$ cat src/sv/url_dec_pkg.sv
// Package for the URL percent decoder: mode codes, error codes, escape phase type, character classes.
`timescale 1ns / 1ps

package url_dec_pkg;

	localparam int unsigned MODE_W = 3;
	localparam int unsigned ERR_W  = 2;

	localparam logic [MODE_W-1:0] MODE_PATH     = 3'd0;
	localparam logic [MODE_W-1:0] MODE_SEGMENT  = 3'd1;
	localparam logic [MODE_W-1:0] MODE_HOST     = 3'd2;
	localparam logic [MODE_W-1:0] MODE_ZONE     = 3'd3;
	localparam logic [MODE_W-1:0] MODE_USERINFO = 3'd4;
	localparam logic [MODE_W-1:0] MODE_QUERY    = 3'd5;
	localparam logic [MODE_W-1:0] MODE_FRAGMENT = 3'd6;

	localparam logic [ERR_W-1:0] ERR_NONE   = 2'd0;
	localparam logic [ERR_W-1:0] ERR_ESCAPE = 2'd1;
	localparam logic [ERR_W-1:0] ERR_HOST   = 2'd2;

	localparam logic [7:0] CH_PERCENT = 8'h25;
	localparam logic [7:0] CH_PLUS    = 8'h2B;
	localparam logic [7:0] CH_SPACE   = 8'h20;

	typedef enum logic [1:0] {
		PH_IDLE = 2'd0,
		PH_PCT  = 2'd1,
		PH_HEX1 = 2'd2
	} esc_phase_t;

	function automatic logic is_hex(input logic [7:0] c);
		is_hex = (c inside {[8'h30:8'h39], [8'h41:8'h46], [8'h61:8'h66]});
	endfunction

	function automatic logic [3:0] hex_value(input logic [7:0] c);
		logic [3:0] v;
		v = 4'd0;
		if (c inside {[8'h30:8'h39]}) begin
			v = c[3:0];
		end else if (c inside {[8'h41:8'h46], [8'h61:8'h66]}) begin
			v = c[3:0] + 4'd9;
		end
		hex_value = v;
	endfunction

	// letters, digits, - _ . ~ ! $ & ' ( ) * + , ; = : [ ] < > "
	function automatic logic host_allowed(input logic [7:0] c);
		logic ok;
		ok = 1'b0;
		case (c) inside
			[8'h30:8'h39], [8'h41:8'h5A], [8'h61:8'h7A]: ok = 1'b1;
			8'h21, 8'h22, 8'h24, 8'h26, 8'h27, 8'h28, 8'h29, 8'h2A, 8'h2B,
			8'h2C, 8'h2D, 8'h2E, 8'h3A, 8'h3B, 8'h3C, 8'h3D, 8'h3E,
			8'h5B, 8'h5D, 8'h5F, 8'h7E: ok = 1'b1;
			default: ok = 1'b0;
		endcase
		host_allowed = ok;
	endfunction

endpackage

$ cat src/sv/url_percent_decoder_core.sv
// URL percent decoder: one raw byte in, one decoded result out per transaction.
`timescale 1ns / 1ps

// Decodes one URL component, one byte per transaction, and gives one result per
// input byte in the cycle after acceptance; a new byte is taken every cycle while the
// output side is ready. "%hh" yields its byte on the second hex digit; '+' becomes a
// space in query mode. Host and zone modes check bare and escaped characters. Any
// error is sticky to the end of the string (tlast) and suppresses the bytes until
// then; tuser carries the error code on every result of that span. Write the mode
// register only while no string is in progress; the block itself does not enforce it.
module url_percent_decoder_core (
	input  logic        clk,
	input  logic        arst_n,
	input  logic        cfg_wr_en,
	input  logic [2:0]  cfg_wr_data,    // decode_mode
	input  logic        s_axis_tvalid,
	output logic        s_axis_tready,
	input  logic [7:0]  s_axis_tdata,   // [7:0] in_byte
	input  logic        s_axis_tlast,   // in_last
	output logic        m_axis_tvalid,
	input  logic        m_axis_tready,
	output logic [7:0]  m_axis_tdata,   // [7:0] out_byte
	output logic        m_axis_tlast,   // out_last
	output logic [2:0]  m_axis_tuser    // [0] out_valid, [2:1] error_code
);
	import url_dec_pkg::*;

	logic [MODE_W-1:0] mode_q;
	esc_phase_t        phase_q, phase_d;
	logic [3:0]        hi_q, hi_d;
	logic [ERR_W-1:0]  sticky_q, sticky_d;

	logic              out_vld_q;
	logic [7:0]        out_byte_q;
	logic              out_last_q;
	logic              out_flag_q;
	logic [ERR_W-1:0]  out_err_q;

	logic              accept;
	logic [7:0]        ob;
	logic              ov;
	logic [ERR_W-1:0]  err;
	logic [ERR_W-1:0]  err_out;
	logic              hostish;
	logic [7:0]        val;
	logic              dig_ok;
	logic [3:0]        dig;

	assign s_axis_tready = !out_vld_q || m_axis_tready;
	assign accept        = s_axis_tvalid && s_axis_tready;
	assign hostish       = (mode_q == MODE_HOST) || (mode_q == MODE_ZONE);
	assign dig_ok        = is_hex(s_axis_tdata);
	assign dig           = hex_value(s_axis_tdata);
	assign val           = {hi_q, dig};

	always_comb begin
		ob       = 8'd0;
		ov       = 1'b0;
		err      = ERR_NONE;
		phase_d  = phase_q;
		hi_d     = hi_q;
		sticky_d = sticky_q;
		if (sticky_q == ERR_NONE) begin
			case (phase_q)
				PH_IDLE: begin
					if (s_axis_tdata == CH_PERCENT) begin
						phase_d = PH_PCT;
						if (s_axis_tlast) err = ERR_ESCAPE;
					end else if (s_axis_tdata == CH_PLUS) begin
						ob = (mode_q == MODE_QUERY) ? CH_SPACE : CH_PLUS;
						ov = 1'b1;
					end else if (hostish && !s_axis_tdata[7] && !host_allowed(s_axis_tdata)) begin
						err = ERR_HOST;
					end else begin
						ob = s_axis_tdata;
						ov = 1'b1;
					end
				end
				PH_PCT: begin
					if (!dig_ok) begin
						err = ERR_ESCAPE;
					end else begin
						hi_d    = dig;
						phase_d = PH_HEX1;
						if (s_axis_tlast) err = ERR_ESCAPE;
					end
				end
				default: begin
					if (!dig_ok) begin
						err = ERR_ESCAPE;
					end else begin
						if (mode_q == MODE_HOST && !hi_q[3] && val != CH_PERCENT) begin
							err = ERR_ESCAPE;
						end else if (mode_q == MODE_ZONE && val != CH_PERCENT &&
								val != CH_SPACE && !host_allowed(val)) begin
							err = ERR_ESCAPE;
						end else begin
							ob = val;
							ov = 1'b1;
						end
						phase_d = PH_IDLE;
					end
				end
			endcase
			if (err != ERR_NONE) begin
				sticky_d = err;
				phase_d  = PH_IDLE;
				ob       = 8'd0;
				ov       = 1'b0;
			end
		end
		err_out = sticky_d;
		if (s_axis_tlast) begin
			phase_d  = PH_IDLE;
			hi_d     = 4'd0;
			sticky_d = ERR_NONE;
		end
	end

	always_ff @(posedge clk or negedge arst_n) begin
		if (!arst_n) begin
			mode_q   <= MODE_PATH;
			phase_q  <= PH_IDLE;
			hi_q     <= 4'd0;
			sticky_q <= ERR_NONE;
		end else begin
			if (cfg_wr_en) mode_q <= cfg_wr_data;
			if (accept) begin
				phase_q  <= phase_d;
				hi_q     <= hi_d;
				sticky_q <= sticky_d;
			end
		end
	end

	always_ff @(posedge clk or negedge arst_n) begin
		if (!arst_n) begin
			out_vld_q <= 1'b0;
		end else if (accept) begin
			out_vld_q <= 1'b1;
		end else if (m_axis_tready) begin
			out_vld_q <= 1'b0;
		end
	end

	always_ff @(posedge clk) begin
		if (accept) begin
			out_byte_q <= ob;
			out_flag_q <= ov;
			out_last_q <= s_axis_tlast;
			out_err_q  <= err_out;
		end
	end

	assign m_axis_tvalid = out_vld_q;
	assign m_axis_tdata  = out_byte_q;
	assign m_axis_tlast  = out_last_q;
	assign m_axis_tuser  = {out_err_q, out_flag_q};

	a_last_clears: assert property (@(posedge clk) disable iff (!arst_n)
		(accept && s_axis_tlast) |=> (phase_q == PH_IDLE && sticky_q == ERR_NONE && hi_q == 4'd0))
		else $error("state not cleared after end of string");

	a_err_idle: assert property (@(posedge clk) disable iff (!arst_n)
		(sticky_q != ERR_NONE) |-> (phase_q == PH_IDLE))
		else $error("escape in progress while error is held");

	a_err_no_data: assert property (@(posedge clk) disable iff (!arst_n)
		(m_axis_tvalid && m_axis_tuser[2:1] != ERR_NONE) |-> !m_axis_tuser[0])
		else $error("decoded byte flagged during error span");

	a_idle_zero: assert property (@(posedge clk) disable iff (!arst_n)
		(m_axis_tvalid && !m_axis_tuser[0]) |-> (m_axis_tdata == 8'd0))
		else $error("suppressed result carries nonzero byte");

endmodule
$ cat config.mk
export PLATFORM = sky130hd
export DESIGN_NAME = url_percent_decoder_core
export DESIGN_NICKNAME = d
export VERILOG_FILES = /design/src/sv/url_dec_pkg.sv /design/src/sv/url_percent_decoder_core.sv
export SDC_FILE = /design/constraint.sdc
export NUM_CORES = 1
export LEC_CHECK = 0
export ABC_CLOCK_PERIOD_IN_PS = 6900
export BUFFER_PORTS_ARGS = -buffer_cell sky130_fd_sc_hd__buf_2
export CORE_UTILIZATION = 45
export DETAILED_ROUTE_END_ITERATION = 8
export GPL_ROUTABILITY_DRIVEN = 0
export PLACE_DENSITY_LB_ADDON = 0.25
export SYNTH_ARGS = -nofsm -noshare
export SYNTH_HDL_FRONTEND = slang
export SYNTH_SLANG_ARGS = --single-unit
$ cat constraint.sdc
create_clock -name clk -period 6.9 [get_ports clk]
set_clock_uncertainty 0.15 [all_clocks]
set_input_delay 0.69 -clock clk [delete_from_list [all_inputs] [get_ports clk]]
set_output_delay 0.69 -clock clk [all_outputs]
set_load 0.005 [all_outputs]
Yosys cells after proc, flatten, opt, wreduce, memory -nomap -nowiden
Index checks and enable logic that the tools add are counted.
Storage, ports and cells
  flip-flop bits (word level): 24
  input bits: 17
  logic and storage cells: 172
Operators by class
  $add $sub $neg: 1
  order comparisons: 14
  equal/unequal tests: 51
  mux-type cells: 55
  bitwise operators: 1
  reduce and logical (&&, ||, !) cells: 41
Operators by type and width (number)
  $eq 8x6->1 const B: 35
  $eq 8x7->1 const B: 8
  $le 8x7->1 const B: 6
  $mux 8: 6
  $reduce_or 21->1: 2
  $ge 8x7->1 const B: 4
  $mux 4: 7
  $mux 2: 13
  $mux 1: 25
  $ge 8x6->1 const B: 2
  $le 8x6->1 const B: 2
  $logic_and 1x1->1: 16
  $ne 8x6->1 const B: 2
  $pmux 8 s2: 1
  $reduce_bool 2->1: 6
  $ne 4x4->1 const B: 2
  $pmux 2 s2: 2
  $eq 3x2->1 const B: 2
  $reduce_or 3->1: 2
  $logic_not 1->1: 5
  $reduce_and 5->1: 1
  $add 4x4->4 const B: 1
  $logic_not 2->1: 2
  $reduce_and 4->1: 1
  other kinds (8): 10

Longest topological paths before layout
  word-level depth: 24
  gate-level depth with buffers: 13
  gate-level depth less buffers: 10

Least setup slack after synthesis
OpenSTA, ideal clock, no wires.
  kind: in2reg
  start point: input s_axis_tdata[1]
  end point: register out_byte_q[0], in the netlist m_axis_tdata[0] (data pin)
  data arrival time: 3.225 ns
  data required time: 6.609 ns
  path slack: 3.384 ns
  stages on the path: 12
  path through: clkbuf_1 inv_1 ha_1 buf_6 or3b_1 a21oi_2 mux2i_2 nor4_1 o211ai_1 a31oi_4 o21ai_4 a21oi_2
On the way
  longest elaborated chain between the ends: 22
  elaborated cells on any way between the ends: 113
Ends and longest elaborated chain
  start, declared: line url_percent_decoder_core.sv:18  | input logic [7:0] s_axis_tdata,
  $ge 8x7->1 or $le 8x7->1 (tied branches): line url_dec_pkg.sv:32, url_dec_pkg.sv:40, url_percent_decoder_core.sv:72
  $logic_and 1x1->1: line url_dec_pkg.sv:32, url_dec_pkg.sv:40
  $reduce_bool 2->1: line url_dec_pkg.sv:40  | end else if (c inside {[8'h41:8'h46], [8'h61:8'h66]}) begin
  $mux 4: line url_dec_pkg.sv:40
  $mux 4: line url_dec_pkg.sv:38  | if (c inside {[8'h30:8'h39]}) begin
  $ge 8x6->1 (not written as such) (tied with other cells): line url_percent_decoder_core.sv:95  | val != CH_SPACE && !host_allowed(val)) begin
  $logic_and 1x1->1 (not written as such) or $reduce_or 21->1 (tied branches): line url_percent_decoder_core.sv:95, url_dec_pkg.sv:50
  $reduce_or 3->1 or $mux 1 (tied branches): line url_dec_pkg.sv:50  | case (c) inside
  [6 not listed]
  $logic_and 1x1->1: line url_percent_decoder_core.sv:95
  $mux 1: line url_percent_decoder_core.sv:94  | end else if (mode_q == MODE_ZONE && val != CH_PERCENT &&
  $mux 1: line url_percent_decoder_core.sv:92  | if (mode_q == MODE_HOST && !hi_q[3] && val != CH_PERCENT) begin
  $mux 1: line url_percent_decoder_core.sv:89  | if (!dig_ok) begin
  $pmux 2 s2: line url_percent_decoder_core.sv:64  | case (phase_q)
  $mux 2: line url_percent_decoder_core.sv:63  | if (sticky_q == ERR_NONE) begin
  $reduce_bool 2->1: line url_percent_decoder_core.sv:105  | if (err != ERR_NONE) begin
  $reduce_or 2->1 (no line)
  end signal, assigned: line url_percent_decoder_core.sv:148  | out_byte_q <= ob;
  end, declared: line url_percent_decoder_core.sv:34  | logic [7:0] out_byte_q;
Several ways; a longest one is shown, not always the timed one. The select of a mux whose other input is x is not followed.
A chain may end at the register's enable or synchronous reset.

Final worst setup path
  start point: input s_axis_tdata[0]
  end point: register out_byte_q[3], in the netlist m_axis_tdata[3] (data pin)
Same word-level chain as after synthesis.

==> results.ini <==
[outcome]
status=completed

[routing]
drtPass1Iterations=4
drc=0
ant_nets=0
wire_per_inst_um=15.0
vias=1714
via_per_inst=5.97
drt_iter0_drc=145
routed_wl_um=4300

[synth]
synthFlopType=edfxtp_1
netlist_area_sq_um=1970
yosys-top-cells-area=edfxtp_1, dfrtp_1, nor2_1, o21ai_0, nand2_1
netlist.area_leader.share=0.183
synth_seq_area_share=0.335
postSynthCellCount=219
async_flop_share=0.500
yosysWarningCount=0
syn_nets=240
avgSynthCellArea_sq_um=8.99
synth.distinct_cells=64
synth_commonest_cells=nor2_1, nand2_1, o21ai_0, dfrtp_1, edfxtp_1
ys_ff_latch=24
synth.most_common_cell=nor2_1
yosysTopAreaCell=edfxtp_1
synth_edf_count=12

[floorplan]
dieArea_sq_um=4650
fp-row-count=23
die_h_um=68.2
io_pins=31
core_area_sq_um=4090
initial_utilization=0.482
die_x_um=68.2

[setup_path]
arrival_ns=3.55
r2r_start=hi_q[1]$_DFFE_PN0P_
critical_path_class=in2reg
cp-startpoint=s_axis_tdata[0]
critPathSlowestCell=nor4_1
slowest_delay_ns=0.57
end_kind=flop
startpoint_type=primary input
cp_cell_sequence=buf_2 -> inv_1 -> ha_1 -> or3b_1 -> a21oi_2 -> mux2i_2 -> nor4_1 -> o211ai_1 -> a31oi_4 -> o21ai_4 -> nor2_1
crit_fanout=12
critPathRequiredTime_ns=6.88

[cts]
htree_levels=1
cts_buffers=3
cts_setup_buffers=0
cts_buffer_depth=2
cts_root_buf=clkbuf_8
insertion_delay_ns=0.27
cts_tree=built
clk_pin_slew_ns=0.08
cts_sinks=24
cts_resized=0
cts_hold_buf=0

[global_routing]
grt_max_degree=19
grt_usage=0.206
grt_pass1_wl_um=7130
antenna_found_initial=0
gr-total-overflow=0
grt_pass1_vias=1454

[cells_and_area]
fin_nets=259
fill_cells=401
n_antenna_cell=0
syn2layout_area_growth_pct=9.66
drive_gt1_frac=0.224

[timing]
hold_viol_final=0
setup_tns_ns=0
rsz0062_at_grt=no
maxSlewHeadroom=0.613
period_needed_ns=3.57
finalMaxSlewViolations=0
finalCritPeriodShare=0.517
finalWorstSetupSlack_ns=3.33
setup_viol=0
max_slew.worst_pin.slew_ns=0.576
max_freq_mhz=280

[placement]
hpwlAfterDp_um=3220
portBuffers=30
place_ws_ns=3.09

[power_and_ir_drop]
power_density_nw_per_um2=183
leakagePower_uw=0.000873
vdd_ir_drop_max_uv=99.8

[hold_path]
min_path_type=in2async

[run]
maxCapViolCount=0

[final cells by class]
type                       instances  area (sq um)  area share
clock buffer                       3          41.3      0.0191
clock inverter                     1          30.0      0.0139
multi-input combinational        170          1180       0.545
inverter                           8          30.0      0.0139
tap                               50          62.6      0.0290
sequential                        24           661       0.306
timing repair buffer              31           158      0.0730
[critical path: cells and delay by family]
family	cells	cell delay [ns]
adder cells (fa/ha/maj)	1	0.33
AO/OA/AOI/OAI	4	0.86
AND/OR/NAND/NOR	3	1.10
buffers and inverters	2	0.38
multiplexers	1	0.18
[routing by layer]
layer | vias up | wire (um) | global-route usage
li1 | 851 | - | -
met1 | 797 | 2020 | 0.305
met2 | 59 | 1920 | 0.303
met3 | 7 | 280 | 0.0350
met4 | 0 | 70 | 0.0599
met5 | - | 0 | 0
[cells in the final DEF, fill, tap and decap left out, types with 4 or more instances in the layout]
| cell type | instances |
|---|---|
| nand3_1 | 5 |
| nor4_1 | 5 |
| edfxtp_1 | 12 |
| ha_1 | 4 |
| buf_2 | 30 |
| o21ai_0 | 16 |
| a21oi_1 | 9 |
| dfrtp_1 | 12 |
| nor3_1 | 4 |
| a22oi_1 | 7 |
| nand2b_1 | 6 |
| o211ai_1 | 4 |
| nor2b_1 | 4 |
| inv_1 | 8 |
| nor2_1 | 29 |
| nand2_1 | 16 |
[stage by stage]
step                      utilization  hold WS (ns)  instance area [sq um]  total power, uW  std cells
after detailed placement        0.511         0.371                   2090              273        283
after floorplan                     -         0.244                   1970              248        219
final                           0.528         0.135                   2160              394        287
after global placement          0.511         0.358                   2090              272        283
after global routing            0.528         0.149                   2160              416        287
after CTS                       0.528         0.144                   2160              397        287
[flip-flops by register name, indices dropped and copies added (netlist names), 2 cells and up]
register	count
hi_q	4
m_axis_tdata	8
mode_q	3
out_err_q	2
phase_q	2
sticky_q	2
[where the power goes]
| group | switching, uW | total (uW) | internal, uW |
|---|---|---|---|
| combinational | 53.5 | 92.9 | 39.4 |
| sequential | 14.0 | 178 | 164 |
| clock | 45.8 | 123 | 77.6 |
| total | 113 | 394 | 281 |
[worst paths after layout]
path                                                  to  slack, ns  depth (start not counted)
setup / recovery           m_axis_tdata[3]$_SDFFCE_PP0P_       3.33                         11
hold / removal                    phase_q[1]$_DFFE_PN0P_       0.14                          1
setup reg to reg           m_axis_tdata[3]$_SDFFCE_PP0P_       4.08                          8
hold reg to reg                m_axis_tvalid$_DFFE_PN0P_       0.39                          2
max in group asynchronous        sticky_q[0]$_DFFE_PN0P_       6.25                          1
min in group clk               m_axis_tvalid$_DFFE_PN0P_       0.39                          2
[cells by family (layout without fill, tap and decap cells)]
group                      after synthesis  in the layout  share of synthesized area
AOI/OAI and AO/OA                       71             71                      0.288
and+or+nand+nor                         86             86                      0.234
xor gates and xnor gates                 2              2                    0.00890
adders and majority gates                4              4                     0.0254
muxes                                    7              7                     0.0419
buffers and inverters                   25             43                     0.0667
DFF                                     24             24                      0.335
(Power assumes the default switching activity.)
